File: config.mk
export PLATFORM = sky130hd
export DESIGN_NAME = anchor_free_detection_decode_flat
export DESIGN_NICKNAME = d
export VERILOG_FILES = /design/src/hw/rtl/afdd_pkg.sv /design/src/hw/rtl/afdd_class_if.sv /design/src/hw/rtl/afdd_box_if.sv /design/src/hw/rtl/afdd_argmax.sv /design/src/hw/rtl/afdd_size.sv /design/src/hw/rtl/anchor_free_detection_decode.sv /design/src/flat_wrapper.sv
export VERILOG_INCLUDE_DIRS = /design/src /design/src/hw/rtl
export SDC_FILE = /design/constraint.sdc
export NUM_CORES = 2
export LEC_CHECK = 0
export ABC_AREA = 1
export BUFFER_PORTS_ARGS = -buffer_cell sky130_fd_sc_hd__buf_2
export CORE_UTILIZATION = 44
export DETAILED_ROUTE_END_ITERATION = 8
export PLACE_DENSITY = 0.69
export RECOVER_POWER = 100
export SYNTH_ARGS = -nofsm -noshare
export SYNTH_HDL_FRONTEND = slang
export SYNTH_SLANG_ARGS = --single-unit
File: constraint.sdc
create_clock -name clk -period 14.4 [get_ports clk]
set_input_delay 0.72 -clock clk [delete_from_list [all_inputs] [get_ports clk]]
set_output_delay 0.72 -clock clk [all_outputs]
set_load 0.005 [all_outputs]
File: src/hw/rtl/anchor_free_detection_decode_macros.svh
// Assertion helpers shared by the decode RTL.
// Both expect a clock named clk and an active-low reset named arst_n in scope.
`ifndef ANCHOR_FREE_DETECTION_DECODE_MACROS_SVH
`define ANCHOR_FREE_DETECTION_DECODE_MACROS_SVH

// Same-cycle implication.
`define AFDD_ASSERT_NOW(label, ante, cons, msg) \
	label: assert property (@(posedge clk) disable iff (!arst_n) (ante) |-> (cons)) \
		else $error(msg);

// Next-cycle implication.
`define AFDD_ASSERT_NEXT(label, ante, cons, msg) \
	label: assert property (@(posedge clk) disable iff (!arst_n) (ante) |=> (cons)) \
		else $error(msg);

`endif

File: src/hw/rtl/afdd_pkg.sv
package afdd_pkg;

	localparam int LOGIT_W  = 16;
	localparam int CLS_W    = 4;
	localparam int CELL_W   = 8;
	localparam int SEL_W    = 2;
	localparam int SH_W     = 3;
	localparam int EDGE_W   = 18;
	localparam int SIZE_W   = 17;
	localparam int SCORE_W  = 16;
	localparam int CENTER_W = 24;
	localparam int CFG_IDX_W  = 2;
	localparam int CFG_DATA_W = 16;

	localparam int MAX_CLASSES_DEF = 16;

	// configuration register indexes
	localparam logic [CFG_IDX_W-1:0] CFG_OBJ_THR   = 2'd0;
	localparam logic [CFG_IDX_W-1:0] CFG_SCORE_THR = 2'd1;
	localparam logic [CFG_IDX_W-1:0] CFG_TARGET    = 2'd2;

	localparam logic [SCORE_W-1:0] OBJ_THR_RST   = 16'd1311;
	localparam logic [SCORE_W-1:0] SCORE_THR_RST = 16'd1311;
	localparam logic [CLS_W-1:0]   TARGET_RST    = 4'd3;

	localparam logic [17:0] LOG2E_Q16 = 18'd94548;
	localparam logic [15:0] SIG_LIMIT = 16'd2048;

	localparam logic [15:0] SIG_TAB [17] = '{
		16'd32768, 16'd40793, 16'd47911, 16'd53581, 16'd57724, 16'd60565,
		16'd62428, 16'd63615, 16'd64357, 16'd64816, 16'd65097, 16'd65269,
		16'd65374, 16'd65438, 16'd65476, 16'd65500, 16'd65514
	};

	localparam logic [17:0] POW2_TAB [17] = '{
		18'd65536, 18'd68438, 18'd71468, 18'd74632, 18'd77936, 18'd81386,
		18'd84990, 18'd88752, 18'd92682, 18'd96785, 18'd101070, 18'd105545,
		18'd110218, 18'd115098, 18'd120194, 18'd125515, 18'd131072
	};

	// advance enables of the shared pipeline stages
	typedef struct packed {
		logic s2;
		logic s3;
		logic s4;
	} afdd_adv_t;

	// Q8.8 logit to Q0.16 probability, table with linear interpolation
	function automatic logic [SCORE_W-1:0] afdd_sigmoid(input logic signed [LOGIT_W-1:0] x);
		logic [15:0] a;
		logic [3:0]  i;
		logic [6:0]  f;
		logic [12:0] d;
		logic [19:0] prod;
		logic [15:0] p;
		a = x[15] ? 16'(-x) : 16'(x);
		i = a[10:7];
		f = a[6:0];
		d = 13'(SIG_TAB[5'(i) + 5'd1] - SIG_TAB[5'(i)]);
		prod = 20'(d) * 20'(f) + 20'd64;
		if (a >= SIG_LIMIT)
			p = SIG_TAB[16];
		else
			p = SIG_TAB[5'(i)] + 16'(prod >> 7);
		return x[15] ? 16'(17'h10000 - 17'(p)) : p;
	endfunction

	// center minus half size, floored to Q13.4 and saturated
	function automatic logic [EDGE_W-1:0] afdd_edge(input logic signed [CENTER_W-1:0] c8,
			input logic [SIZE_W-1:0] size);
		logic signed [24:0] e8;
		logic signed [20:0] e4;
		e8 = 25'(c8) - 25'({size, 3'b000});
		e4 = e8[24:4];
		if (e4 > 21'sd131071)
			return 18'h1FFFF;
		else if (e4 < -21'sd131072)
			return 18'h20000;
		else
			return e4[17:0];
	endfunction

endpackage

File: src/hw/rtl/afdd_class_if.sv
interface afdd_class_if import afdd_pkg::*; ();
	logic                      valid;
	logic                      ready;
	logic signed [LOGIT_W-1:0] class_logit;
	logic                      class_last;
	logic signed [LOGIT_W-1:0] obj_logit;
	logic signed [LOGIT_W-1:0] offset_x;
	logic signed [LOGIT_W-1:0] offset_y;
	logic signed [LOGIT_W-1:0] log_width;
	logic signed [LOGIT_W-1:0] log_height;
	logic [CELL_W-1:0]         cell_x;
	logic [CELL_W-1:0]         cell_y;
	logic [SEL_W-1:0]          stride_sel;

	modport source (output valid, class_logit, class_last, obj_logit, offset_x, offset_y,
		log_width, log_height, cell_x, cell_y, stride_sel, input ready);
	modport sink (input valid, class_logit, class_last, obj_logit, offset_x, offset_y,
		log_width, log_height, cell_x, cell_y, stride_sel, output ready);
endinterface

File: src/hw/rtl/afdd_box_if.sv
interface afdd_box_if import afdd_pkg::*; ();
	logic                     valid;
	logic                     ready;
	logic signed [EDGE_W-1:0] box_left;
	logic signed [EDGE_W-1:0] box_top;
	logic [SIZE_W-1:0]        box_width;
	logic [SIZE_W-1:0]        box_height;
	logic [SCORE_W-1:0]       box_score;

	modport source (output valid, box_left, box_top, box_width, box_height, box_score,
		input ready);
	modport sink (input valid, box_left, box_top, box_width, box_height, box_score,
		output ready);
endinterface

File: src/hw/rtl/afdd_argmax.sv
module afdd_argmax import afdd_pkg::*; #(
	parameter int MAX_CLASSES = MAX_CLASSES_DEF
) (
	input  logic                      clk,
	input  logic                      arst_n,
	input  logic                      take,
	input  logic signed [LOGIT_W-1:0] logit,
	input  logic                      last,
	output logic signed [LOGIT_W-1:0] fin_logit,
	output logic [CLS_W-1:0]          fin_class
);

	logic signed [LOGIT_W-1:0] best_logit_q;
	logic [CLS_W-1:0]          best_class_q;
	logic [CLS_W-1:0]          class_counter_q;
	logic                      taken_q;
	logic                      full_q;
	logic                      upd;

	// strict greater-than: the first class keeps a tie
	assign upd       = !full_q && (!taken_q || (logit > best_logit_q));
	assign fin_logit = upd ? logit : best_logit_q;
	assign fin_class = upd ? class_counter_q : best_class_q;

	always_ff @(posedge clk or negedge arst_n) begin
		if (!arst_n) begin
			best_logit_q    <= '0;
			best_class_q    <= '0;
			class_counter_q <= '0;
			taken_q         <= 1'b0;
			full_q          <= 1'b0;
		end else if (take) begin
			if (last) begin
				best_logit_q    <= '0;
				best_class_q    <= '0;
				class_counter_q <= '0;
				taken_q         <= 1'b0;
				full_q          <= 1'b0;
			end else if (!full_q) begin
				best_logit_q <= fin_logit;
				best_class_q <= fin_class;
				taken_q      <= 1'b1;
				if (class_counter_q >= CLS_W'(MAX_CLASSES - 1))
					full_q <= 1'b1;
				else
					class_counter_q <= class_counter_q + 1'b1;
			end
		end
	end

endmodule

File: src/hw/rtl/afdd_size.sv
module afdd_size import afdd_pkg::*; (
	input  logic                      clk,
	input  afdd_adv_t                 adv,
	input  logic signed [LOGIT_W-1:0] log_size_s1,
	input  logic [SH_W-1:0]           sh_s1,
	output logic [SIZE_W-1:0]         size_s4
);

	logic signed [33:0] y_s2;
	logic [SH_W-1:0]    sh_s2;
	logic [17:0]        m_s3;
	logic signed [10:0] k_s3;

	logic [3:0]         idx;
	logic [19:0]        fr;
	logic [12:0]        dlt;
	logic [32:0]        prod;
	logic [17:0]        m;
	logic signed [10:0] k;
	logic [4:0]         s;
	logic [20:0]        t;
	logic [SIZE_W-1:0]  r;

	// exponent split: n = floor(y / 2^24), 2^frac from the table
	always_comb begin
		idx  = y_s2[23:20];
		fr   = y_s2[19:0];
		dlt  = 13'(POW2_TAB[5'(idx) + 5'd1] - POW2_TAB[5'(idx)]);
		prod = 33'(dlt) * 33'(fr) + 33'd524288;
		m    = POW2_TAB[5'(idx)] + 18'(prod >> 20);
		k    = 11'($signed(y_s2[33:24])) + 11'(sh_s2) - 11'sd12;
	end

	// scale by 2^k into Q13.4, round half up, saturate
	always_comb begin
		s = '0;
		t = '0;
		if (k_s3 > 11'sd0)
			r = '1;
		else if (k_s3 == 11'sd0)
			r = (m_s3 > 18'd131071) ? '1 : m_s3[SIZE_W-1:0];
		else if (k_s3 < -11'sd20)
			r = '0;
		else begin
			s = 5'(-k_s3);
			t = 21'(m_s3) + (21'd1 << (s - 5'd1));
			r = SIZE_W'(t >> s);
		end
	end

	always_ff @(posedge clk) begin
		if (adv.s2) begin
			y_s2  <= 34'(log_size_s1) * 34'($signed(LOG2E_Q16));
			sh_s2 <= sh_s1;
		end
		if (adv.s3) begin
			m_s3 <= m;
			k_s3 <= k;
		end
		if (adv.s4)
			size_s4 <= r;
	end

endmodule

File: src/hw/rtl/anchor_free_detection_decode.sv
// Anchor-free box decode for one target class.
//
// logits (sink): one transaction per class logit. The anchor fields (objectness,
// offsets, log sizes, cell, stride select) are sampled only on the transaction
// with class_last set, which closes the anchor.
// boxes (source): at most one transaction per anchor, sent when the argmax class
// equals target_class, sigmoid(objectness) reaches objectness_threshold and the
// product score reaches score_threshold.
// cfg_wr_en/cfg_index/cfg_wr_data: register writes, taken at any clock edge with
// cfg_wr_en high; write only while no anchor is in flight.
//
// The box leaves on boxes after its closing logit is accepted and passes the
// four register stages and the output register. Throughput is one logit per cycle
// while boxes does not back up the pipeline; the exp and sigmoid units are fully pipelined.
// Reset clears the running argmax, all stage valids and loads the register
// defaults. When boxes stalls, transactions queue in the stage registers; logits
// drops ready only once every stage and the output register hold data.
`include "anchor_free_detection_decode_macros.svh"

module anchor_free_detection_decode import afdd_pkg::*; #(
	parameter int MAX_CLASSES = MAX_CLASSES_DEF
) (
	input  logic                  clk,
	input  logic                  arst_n,
	afdd_class_if.sink            logits,
	afdd_box_if.source            boxes,
	input  logic                  cfg_wr_en,
	input  logic [CFG_IDX_W-1:0]  cfg_index,
	input  logic [CFG_DATA_W-1:0] cfg_wr_data
);

	// configuration
	logic [SCORE_W-1:0] obj_thr_q;
	logic [SCORE_W-1:0] score_thr_q;
	logic [CLS_W-1:0]   target_q;

	always_ff @(posedge clk or negedge arst_n) begin
		if (!arst_n) begin
			obj_thr_q   <= OBJ_THR_RST;
			score_thr_q <= SCORE_THR_RST;
			target_q    <= TARGET_RST;
		end else if (cfg_wr_en) begin
			unique case (cfg_index)
				CFG_OBJ_THR:   obj_thr_q   <= cfg_wr_data[SCORE_W-1:0];
				CFG_SCORE_THR: score_thr_q <= cfg_wr_data[SCORE_W-1:0];
				CFG_TARGET:    target_q    <= cfg_wr_data[CLS_W-1:0];
				default: ;
			endcase
		end
	end

	// stage control: each stage moves when it is empty or the next one moves
	logic      valid_s1, valid_s2, valid_s3, valid_s4, out_valid_q;
	logic      rdy1, rdy2, rdy3, rdy4, rdy_o;
	logic      accept;
	afdd_adv_t adv;

	assign rdy_o  = !out_valid_q || boxes.ready;
	assign rdy4   = !valid_s4 || rdy_o;
	assign rdy3   = !valid_s3 || rdy4;
	assign rdy2   = !valid_s2 || rdy3;
	assign rdy1   = !valid_s1 || rdy2;
	assign adv    = '{s2: rdy2, s3: rdy3, s4: rdy4};
	assign accept = logits.valid && rdy1;

	assign logits.ready = rdy1;

	// running argmax over the current anchor
	logic signed [LOGIT_W-1:0] fin_logit;
	logic [CLS_W-1:0]          fin_class;

	afdd_argmax #(
		.MAX_CLASSES(MAX_CLASSES)
	) u_argmax (
		.clk       (clk),
		.arst_n    (arst_n),
		.take      (accept),
		.logit     (logits.class_logit),
		.last      (logits.class_last),
		.fin_logit (fin_logit),
		.fin_class (fin_class)
	);

	// stage 1: closing transaction of an anchor
	logic signed [LOGIT_W-1:0] cls_logit_s1, obj_logit_s1;
	logic signed [LOGIT_W-1:0] offx_s1, offy_s1, logw_s1, logh_s1;
	logic [CLS_W-1:0]          cls_class_s1;
	logic [CELL_W-1:0]         cellx_s1, celly_s1;
	logic [SH_W-1:0]           sh_s1;

	always_ff @(posedge clk) begin
		if (rdy1) begin
			cls_logit_s1 <= fin_logit;
			cls_class_s1 <= fin_class;
			obj_logit_s1 <= logits.obj_logit;
			offx_s1      <= logits.offset_x;
			offy_s1      <= logits.offset_y;
			logw_s1      <= logits.log_width;
			logh_s1      <= logits.log_height;
			cellx_s1     <= logits.cell_x;
			celly_s1     <= logits.cell_y;
			// the reserved select acts as stride 32
			sh_s1        <= (logits.stride_sel == 2'd3) ? 3'd5 : 3'd3 + 3'(logits.stride_sel);
		end
	end

	// stage 2: sigmoids, class match, centers in Q.8 pixels
	logic [SCORE_W-1:0]         sig_cls_s2, sig_obj_s2;
	logic                       keep_s2;
	logic signed [CENTER_W-1:0] cx8_s2, cy8_s2;
	logic signed [17:0]         sum_x, sum_y;

	assign sum_x = 18'(offx_s1) + 18'({cellx_s1, 8'b0});
	assign sum_y = 18'(offy_s1) + 18'({celly_s1, 8'b0});

	always_ff @(posedge clk) begin
		if (rdy2) begin
			sig_cls_s2 <= afdd_sigmoid(cls_logit_s1);
			sig_obj_s2 <= afdd_sigmoid(obj_logit_s1);
			keep_s2    <= (cls_class_s1 == target_q);
			cx8_s2     <= CENTER_W'(sum_x) << sh_s1;
			cy8_s2     <= CENTER_W'(sum_y) << sh_s1;
		end
	end

	// stage 3: product score, objectness test
	logic [SCORE_W-1:0]         score_s3;
	logic                       keep_s3;
	logic signed [CENTER_W-1:0] cx8_s3, cy8_s3;
	logic [31:0]                score_full;

	assign score_full = 32'(sig_cls_s2) * 32'(sig_obj_s2) + 32'd32768;

	always_ff @(posedge clk) begin
		if (rdy3) begin
			score_s3 <= score_full[31:16];
			keep_s3  <= keep_s2 && (sig_obj_s2 >= obj_thr_q);
			cx8_s3   <= cx8_s2;
			cy8_s3   <= cy8_s2;
		end
	end

	// stage 4: score test; sizes come out of the exp units here
	logic [SCORE_W-1:0]         score_s4;
	logic                       keep_s4;
	logic signed [CENTER_W-1:0] cx8_s4, cy8_s4;
	logic [SIZE_W-1:0]          w_s4, h_s4;

	always_ff @(posedge clk) begin
		if (rdy4) begin
			score_s4 <= score_s3;
			keep_s4  <= keep_s3 && (score_s3 >= score_thr_q);
			cx8_s4   <= cx8_s3;
			cy8_s4   <= cy8_s3;
		end
	end

	afdd_size u_size_w (
		.clk         (clk),
		.adv         (adv),
		.log_size_s1 (logw_s1),
		.sh_s1       (sh_s1),
		.size_s4     (w_s4)
	);

	afdd_size u_size_h (
		.clk         (clk),
		.adv         (adv),
		.log_size_s1 (logh_s1),
		.sh_s1       (sh_s1),
		.size_s4     (h_s4)
	);

	// stage valids; an anchor that fails a test is dropped at the output
	always_ff @(posedge clk or negedge arst_n) begin
		if (!arst_n) begin
			valid_s1    <= 1'b0;
			valid_s2    <= 1'b0;
			valid_s3    <= 1'b0;
			valid_s4    <= 1'b0;
			out_valid_q <= 1'b0;
		end else begin
			if (rdy1)
				valid_s1 <= accept && logits.class_last;
			if (rdy2)
				valid_s2 <= valid_s1;
			if (rdy3)
				valid_s3 <= valid_s2;
			if (rdy4)
				valid_s4 <= valid_s3;
			if (rdy_o)
				out_valid_q <= valid_s4 && keep_s4;
		end
	end

	// output register: edges from center and saturated size
	logic [EDGE_W-1:0]  left_q, top_q;
	logic [SIZE_W-1:0]  width_q, height_q;
	logic [SCORE_W-1:0] score_q;

	always_ff @(posedge clk) begin
		if (rdy_o) begin
			left_q   <= afdd_edge(cx8_s4, w_s4);
			top_q    <= afdd_edge(cy8_s4, h_s4);
			width_q  <= w_s4;
			height_q <= h_s4;
			score_q  <= score_s4;
		end
	end

	assign boxes.valid      = out_valid_q;
	assign boxes.box_left   = left_q;
	assign boxes.box_top    = top_q;
	assign boxes.box_width  = width_q;
	assign boxes.box_height = height_q;
	assign boxes.box_score  = score_q;

	`AFDD_ASSERT_NOW(a_stall_full, !logits.ready,
		valid_s1 && valid_s2 && valid_s3 && valid_s4 && out_valid_q && !boxes.ready,
		"logits stalled while a stage was free")
	`AFDD_ASSERT_NEXT(a_last_loads, accept && logits.class_last, valid_s1,
		"closing transaction did not enter stage 1")
	`AFDD_ASSERT_NOW(a_box_source, $rose(out_valid_q), $past(valid_s4 && keep_s4),
		"box appeared without a passing stage 4 entry")

endmodule

File: src/flat_wrapper.sv
// flat-port wrapper written by rule: the top's interface ports become plain ports
module anchor_free_detection_decode_flat import afdd_pkg::*;
#(
	parameter int MAX_CLASSES = MAX_CLASSES_DEF
)
  (clk, arst_n, cfg_wr_en, cfg_index, cfg_wr_data, logits_valid, logits_class_logit, logits_class_last, logits_obj_logit, logits_offset_x, logits_offset_y, logits_log_width, logits_log_height, logits_cell_x, logits_cell_y, logits_stride_sel, logits_ready, boxes_valid, boxes_box_left, boxes_box_top, boxes_box_width, boxes_box_height, boxes_box_score, boxes_ready);
  afdd_class_if logits_i ();
  afdd_box_if boxes_i ();
  input  logic clk;
  input  logic arst_n;
  input  logic cfg_wr_en;
  input  logic [CFG_IDX_W-1:0] cfg_index;
  input  logic [CFG_DATA_W-1:0] cfg_wr_data;
  input wire logic [$bits(logits_i.valid)-1:0] logits_valid;
  input wire logic [$bits(logits_i.class_logit)-1:0] logits_class_logit;
  input wire logic [$bits(logits_i.class_last)-1:0] logits_class_last;
  input wire logic [$bits(logits_i.obj_logit)-1:0] logits_obj_logit;
  input wire logic [$bits(logits_i.offset_x)-1:0] logits_offset_x;
  input wire logic [$bits(logits_i.offset_y)-1:0] logits_offset_y;
  input wire logic [$bits(logits_i.log_width)-1:0] logits_log_width;
  input wire logic [$bits(logits_i.log_height)-1:0] logits_log_height;
  input wire logic [$bits(logits_i.cell_x)-1:0] logits_cell_x;
  input wire logic [$bits(logits_i.cell_y)-1:0] logits_cell_y;
  input wire logic [$bits(logits_i.stride_sel)-1:0] logits_stride_sel;
  output wire logic [$bits(logits_i.ready)-1:0] logits_ready;
  output wire logic [$bits(boxes_i.valid)-1:0] boxes_valid;
  output wire logic [$bits(boxes_i.box_left)-1:0] boxes_box_left;
  output wire logic [$bits(boxes_i.box_top)-1:0] boxes_box_top;
  output wire logic [$bits(boxes_i.box_width)-1:0] boxes_box_width;
  output wire logic [$bits(boxes_i.box_height)-1:0] boxes_box_height;
  output wire logic [$bits(boxes_i.box_score)-1:0] boxes_box_score;
  input wire logic [$bits(boxes_i.ready)-1:0] boxes_ready;
  assign logits_i.valid = logits_valid;
  assign logits_i.class_logit = logits_class_logit;
  assign logits_i.class_last = logits_class_last;
  assign logits_i.obj_logit = logits_obj_logit;
  assign logits_i.offset_x = logits_offset_x;
  assign logits_i.offset_y = logits_offset_y;
  assign logits_i.log_width = logits_log_width;
  assign logits_i.log_height = logits_log_height;
  assign logits_i.cell_x = logits_cell_x;
  assign logits_i.cell_y = logits_cell_y;
  assign logits_i.stride_sel = logits_stride_sel;
  assign logits_ready = logits_i.ready;
  assign boxes_valid = boxes_i.valid;
  assign boxes_box_left = boxes_i.box_left;
  assign boxes_box_top = boxes_i.box_top;
  assign boxes_box_width = boxes_i.box_width;
  assign boxes_box_height = boxes_i.box_height;
  assign boxes_box_score = boxes_i.box_score;
  assign boxes_i.ready = boxes_ready;
  anchor_free_detection_decode #(.MAX_CLASSES(MAX_CLASSES)) u_core (.clk(clk), .arst_n(arst_n), .logits(logits_i), .boxes(boxes_i), .cfg_wr_en(cfg_wr_en), .cfg_index(cfg_index), .cfg_wr_data(cfg_wr_data));
endmodule
; ---- After elaboration in Yosys (flattened, before gate mapping)
; Memories as Yosys holds them, arrays and structs flattened.
; Cells that the tools add are included.
[word_totals]
reg_bits = 642
mem_bits_ro = 4352
input_bits = 138
out_inout_bits = 88
wordCells = 219
mem_count = 8
[memory_table]
columns = name, words, width, read_ports, rd_clocked_by_memory_dff, write_ports, line_no
row1 = (no name shown), 32, 18, 1, 0, 0, afdd_size.sv:30  ; m = POW2_TAB[5'(idx)] + 18'(prod >> 20);
row2 = (no name shown), 32, 18, 1, 0, 0, afdd_size.sv:28  ; dlt = 13'(POW2_TAB[5'(idx) + 5'd1] - POW2_TAB[5'(idx)]);
row3 = (no name shown), 32, 18, 1, 0, 0, afdd_size.sv:30
row4 = (no name shown), 32, 18, 1, 0, 0, afdd_size.sv:28
row5 = (no name shown), 32, 16, 1, 0, 0, afdd_pkg.sv:59  ; d = 13'(SIG_TAB[5'(i) + 5'd1] - SIG_TAB[5'(i)]);
row6 = (no name shown), 32, 16, 1, 0, 0, afdd_pkg.sv:59
row7 = 2 more memories, -, -, -, -, -, -
[classes]
n_addsub = 37
multipliers = 7
magnitude_cmp = 24
eq_ne = 6
shift = 6
muxes = 46
n_bitwise = 8
n_reduce_logical = 27
[op_table]
columns = op, n
row1 = $mux W16, 15
row2 = $mux W18, 6
row3 = $mux W13, 8
row4 = $mux W17, 6
row5 = $add A33 B20 Y33 const B, 2
row6 = $mul A16 B16 Y32 const B, 2
row7 = $mul A13 B18 Y31, 2
row8 = $sub A13 B13 Y13, 4
row9 = $sub A24 B21 Y25, 2
row10 = $ge A6 B6 Y1 const B, 8
row11 = $shl A24 B3 Y24, 2
row12 = $add A18 B21 Y21, 2
row13 = $gt A21 B18 Y1 const B, 2
row14 = $lt A21 B18 Y1 const B, 2
row15 = $shl A1 B5 Y21 const A, 2
row16 = $shr A21 B5 Y17, 2
row17 = $add A20 B7 Y20 const B, 2
row18 = $mul A13 B7 Y20, 2
row19 = $add A16 B17 Y18, 2
row20 = $add A18 B13 Y18, 2
row21 = $gt A18 B17 Y1 const B, 2
row22 = $add A16 B13 Y16, 2
row23 = $add A32 B16 Y32 const B, 1
row24 = $ge A16 B12 Y1 const B, 2
row25 = other kinds (30), 79

; ---- Logic depth before layout (Yosys ltp)
[depth]
word_depth = 15
ltp_mapped = 65
ltp_nobuf = 64

; ---- Cells and area by module
; From an unflattened synthesis, not the netlist that was laid out.
[hier_totals]
hier_cells = 10098
hier_area_um2 = 81144.1
[by_module_without_submodules]
columns = module, instances, cells_each, area_per_inst_um2, seq_area_each_um2
row1 = anchor_free_detection_decode, 1, 4420, 38341.8, 12997.5
row2 = afdd_size at u_core.u_size_w, 1, 2747, 20587.2, 2432.3
row3 = afdd_size at u_core.u_size_h, 1, 2650, 20278.2, 2432.3
row4 = afdd_argmax, 1, 281, 1936.9, 650.6

; ---- Worst setup path after synthesis
; OpenSTA, ideal clock, no wires.
[synth_timing]
path_kind = input to register
startpoint = in boxes_ready
endpoint = reg u_core.u_argmax.best_logit_q[10]
setup_ps = 133
arrival_ps = 10771
required_time_ps = 14267
setup_slack_ps = 3496
cell_stages = 14
path_buffers = 1
path_cell_list = nor2_1 inv_1 nor2_1 inv_1 nor2_1 inv_1 nor2_1 nand2_1 nand2_1 nor2_1 nor2_1 clkbuf_1 nand2_1 o21ai_0
[synth_via]
elab_chain_len = 7
[synth_lines]
columns = element, line_no
row1 = "start, declared", flat_wrapper.sv:32  ; input wire logic [$bits(boxes_i.ready)-1:0] boxes_ready;
row2 = $logic_or A1 B1 Y1, anchor_free_detection_decode.sv:58  ; assign rdy_o = !out_valid_q || boxes.ready;
row3 = via u_core.rdy_o, anchor_free_detection_decode.sv:54  ; logic rdy1, rdy2, rdy3, rdy4, rdy_o;
row4 = $logic_or A1 B1 Y1, anchor_free_detection_decode.sv:59  ; assign rdy4 = !valid_s4 || rdy_o;
row5 = via u_core.rdy4, anchor_free_detection_decode.sv:54
row6 = $logic_or A1 B1 Y1, anchor_free_detection_decode.sv:60  ; assign rdy3 = !valid_s3 || rdy4;
row7 = via u_core.rdy3, anchor_free_detection_decode.sv:54
row8 = $logic_or A1 B1 Y1, anchor_free_detection_decode.sv:61  ; assign rdy2 = !valid_s2 || rdy3;
row9 = $logic_or A1 B1 Y1, anchor_free_detection_decode.sv:62  ; assign rdy1 = !valid_s1 || rdy2;
row10 = via logits_ready, flat_wrapper.sv:25  ; output wire logic [$bits(logits_i.ready)-1:0] logits_ready;
row11 = $logic_and A1 B1 Y1, anchor_free_detection_decode.sv:64  ; assign accept = logits.valid && rdy1;
row12 = $reduce_and A2 Y1 (no source line), -
row13 = "end signal, assigned", afdd_argmax.sv:40  ; best_logit_q <= fin_logit;
row14 = "end, declared", afdd_argmax.sv:13  ; logic signed [LOGIT_W-1:0] best_logit_q;
; The timed path passes the listed nets, and every way through them passes these cells.
; A chain may end at the register's enable or synchronous reset.

; ---- Final worst setup path
[layout_timing]
startpoint = reg u_core.u_size_w.y_s2[20]
endpoint = reg u_core.u_size_w.m_s3[15], data pin
[layout_via]
elab_chain_len = 9
word_cells_on_any_way = 13
classes_between = 4 x add/sub / 1 x mul / 4 x mux / 2 x bitwise / 2 x memory
[layout_lines]
columns = element, line_no
row1 = "start, declared", afdd_size.sv:9  ; logic signed [33:0] y_s2;
row2 = "start signal, assigned", afdd_size.sv:53  ; y_s2 <= 34'(log_size_s1) * 34'($signed(LOG2E_Q16));
row3 = $add A4 B1 Y5, afdd_size.sv:28
row4 = $not A5 Y6 (not written as such), afdd_size.sv:28
row5 = $mem_v2 Z32 W18, -
row6 = $mux W13 (not written as such) (2 in a row), afdd_size.sv:28
row7 = $sub A13 B13 Y13, afdd_size.sv:28
row8 = $mul A13 B18 Y31, afdd_size.sv:29  ; prod = 33'(dlt) * 33'(fr) + 33'd524288;
row9 = $add A33 B20 Y33, afdd_size.sv:29
row10 = $add A18 B13 Y18 *, afdd_size.sv:30
row11 = via u_core.u_size_w.m[15], afdd_size.sv:18  ; logic [17:0] m;
row12 = "end signal, assigned", afdd_size.sv:57  ; m_s3 <= m;
row13 = "end, declared", afdd_size.sv:11  ; logic [17:0] m_s3;
; The timed path passes the listed nets; every way through them passes the cells marked *. The select of a mux whose other input is x is not followed.

==> results.py <==
metrics = {
    "synthesis": {
        "synth_most_common_cell": "nand2_1",
        "synth_top_cell_by_area": "edfxtp_1",
        "synth-compound-area-share_pct": 8.14,
        "seq_area_frac_synth_pct": 23.4,
        "synth_top_family_by_area": "adder cells",
        "synth-simple-area-share_pct": 18.1,
        "ys_seq_elements": 624,
        "synth_edf_count": 557,
        "avgSynthCellArea_um2": 8.15,
        "synth.distinct_cells": 72,
        "synth_xor_area_share_pct": 3.96,
        "ys_async_sr_fraction_pct": 10.7,
        "synthCells": 9681,
        "yosys_warnings": 0,
        "synth_fa_ha_area_share_pct": 35.2,
        "synthMuxAreaShare_pct": 0.105,
        "synth_top_area_share_pct": 21.2,
        "synth_nets": 11534,
        "synth_ff_type": "edfxtp_1",
        "syn_area_mm2": 0.0789,
        "yosys-top-cells-area": "edfxtp_1 21%, fa_1 21%, ha_1 14%",
        "synth_commonest_cells": "2068 x nand2_1, 2058 x inv_1, 880 x ha_1",
    },
    "clocking": {
        "cts_setup_buffers": 0,
        "cts_sinks": 624,
        "cts_tree": "done",
        "insertion_delay_ns": 0.70,
        "h-tree-depth": 3,
        "clk_path_buf_depth": 3,
        "cts-root-buf": "clkbuf_16",
        "cts.hold.buffers_added": 0,
        "cts_buffers": 75,
        "post_cts_resized": 0,
        "clk_pin_slew_ns": 0.06,
    },
    "critical_path": {
        "path_max_fanout": 13,
        "startpoint": "u_core.u_size_w.y_s2[20]",
        "path_buf_inv": 12,
        "r2r-end": "u_core.u_size_w.m_s3[15]",
        "crit_path_top_delay_cell": "o32ai_1",
        "crit_path_end_kind": "register",
        "start_kind": "register",
        "regToRegSetupSlack_ns": 2.60,
        "reg2reg_from": "u_core.u_size_w.y_s2[20]",
        "critPathMaxStageDelay_ns": 0.67,
        "reg2reg_depth": 50,
        "crit_family": "adder cells",
        "crit_type": "reg -> reg",
        "cp_common_cell": "inv_1",
        "arrival_ns": 12.25,
        "critPathRequiredTime_ns": 14.85,
    },
    "worst_hold_path": {
        "hold_depth": 1,
        "worstHoldStart": "logits_log_height[14]",
        "holdPathEnd": "u_core.logh_s1[14]",
        "holdCritPathClass": "in -> reg",
    },
    "sta": {
        "slew_violations": 765,
        "worst_slack_ns": 2.60,
        "fin_crit_ns": 11.80,
        "finalSetupViolCount": 0,
        "tns_ns": 0,
        "clock-skew-final_ns": 0.0284,
        "hold_viol_final": 0,
        "tightestPinTransition_ns": 4.10,
        "fmax_ghz": 0.0847,
        "finalCritPeriodShare_pct": 82.0,
        "slew-limit-headroom_pct": -173,
        "rsz0062_at_grt": "no",
    },
    "layout": {
        "synthToLayoutAreaGrowth_pct": 7.21,
        "fin_nets": 11624,
        "drive_gt1_share_pct": 4.12,
        "instances_no_fill": 12187,
    },
    "status": {
        "violations": "max-capacitance violations, max-slew violations",
        "outcome": "complete, but fails checks",
    },
    "drt": {
        "ant_nets": 0,
        "routedWlPerCell_um": 16.8,
        "wl_um": 205000,
        "drc_errors": 0,
        "routed_via_density": 5.17,
        "vias": 63052,
        "drt-initial-drc-count": 4801,
        "dr.pass1.iters": 6,
    },
    "placed_design": {
        "placedCellCount": 12049,
        "dp_hpwl_um": 169000,
        "preCtsSetupSlack_ns": 3.06,
        "gp_congestion": 0.996,
        "portBuffers": 225,
    },
    "global_routing": {
        "overflow": 0,
        "first_global_vias": 63907,
        "grt_util_all_layers_pct": 22.7,
        "grt_first_pass_wirelength_um": 331000,
        "grt_max_degree": 78,
        "grt_antenna_before_repair": 9,
    },
    "floorplanning": {
        "start_util_pct": 44.2,
        "row_count": 155,
        "die_h_um": 425,
        "dieArea_mm2": 0.181,
        "die-width_um": 425,
        "core_mm2": 0.178,
        "ios": 226,
    },
    "flow_run": {
        "max-cap-violations": 14,
    },
}
area by class of cell:
type,count,area [µm²]
Inverter,2104,7900
Timing Repair Buffer,246,1120
Sequential cell,624,18400
Multi-Input combinational cell,6720,51600
Clock inverter,43,532
Antenna cell,2,5.00
Clock buffer,93,2010
Fill cell,17147,93700
Tap cell,2355,2950
sequential cells by signal, indices dropped and copies added, names as in the netlist, 17 cells and up:
register and flops:
u_core.u_size_w.m_s3 18, u_core.cy8_s3 21, u_core.boxes.box_top 18, u_core.u_size_h.m_s3 18, u_core.boxes.box_width 17, u_core.cx8_s4 21
u_core.cx8_s3 21, u_core.u_size_h.y_s2 32, u_core.cy8_s4 21, u_core.boxes.box_left 18, u_core.u_size_w.size_s4 17, u_core.cx8_s2 21
u_core.u_size_w.y_s2 32, u_core.u_size_h.size_s4 17, u_core.boxes.box_height 17, u_core.cy8_s2 21
per-layer routing:
| layer | vias up | track usage (%) | share of wire (%) |
|---|---|---|---|
| met3 | 357 | 2.89 | 5.6 |
| met1 | 30295 | 30.1 | 44 |
| met2 | 1861 | 38.3 | 47 |
| met4 | 2 | 7.69 | 3.5 |
| li1 | 30537 | - | - |
| met5 | - | 0 | 0.0098 |
worst max path at each step:
stage                                            end  slack [ns]  depth (start not counted)
global placement            u_core.u_size_h.m_s3[15]        3.14                         50
detailed placement          u_core.u_size_w.m_s3[15]        3.06                         50
global route                   u_core.sig_obj_s2[14]        1.68                         57
CTS                         u_core.u_size_w.m_s3[15]        3.03                         50
floorplan           u_core.u_argmax.best_logit_q[10]        3.50                         14
finish                      u_core.u_size_w.m_s3[15]        2.60                         50
cells by family after synthesis:
family | Yosys count
mux | 8
xor+xnor | 349
buf+inv | 2337
flops | 624
fa+ha+maj | 1715
compound gates | 1159
simple gates | 3489
layout by cell type, fill, tap and decap left out, types with 21 or more instances in the layout:
master     synthesis  routed
nand2_1         2068    2069
inv_1           2058    2056
ha_1             880     880
fa_1             835     835
nor2_1           759     761
edfxtp_1         557     557
o21ai_0          435     453
a21oi_1          438     438
nand3_1          374     374
xor2_1           222     223
buf_2             14     130
clkbuf_1         203     120
xnor2_1          121     119
clkbuf_16          0      76
nor3_1            67      67
nand4_1           67      67
or2_2             58      58
dfrtp_1           51      51
a31oi_1           48      48
a21o_1            33      33
o21bai_1          29      30
inv_2             28      26
clkinv_1          18      26
o211ai_1          24      24
nand3b_1          23      23
a211oi_1          21      21
metrics by stage:
stage | hold WS (ns) | utilization (%) | cell area, µm²
2_1_floorplan | 0.400 | - | 78900
3_3_place_gp | 0.402 | 46.1 | 82200
3_5_place_dp | 0.405 | 46.1 | 82200
4_1_cts | 0.132 | 47.6 | 84800
5_1_grt | 0.160 | 47.4 | 84500
6_report | 0.202 | 47.4 | 84500
Power is left out: the tool's default activity adds up to more than one toggle a clock period on the data nets, which glitch-free logic cannot reach.
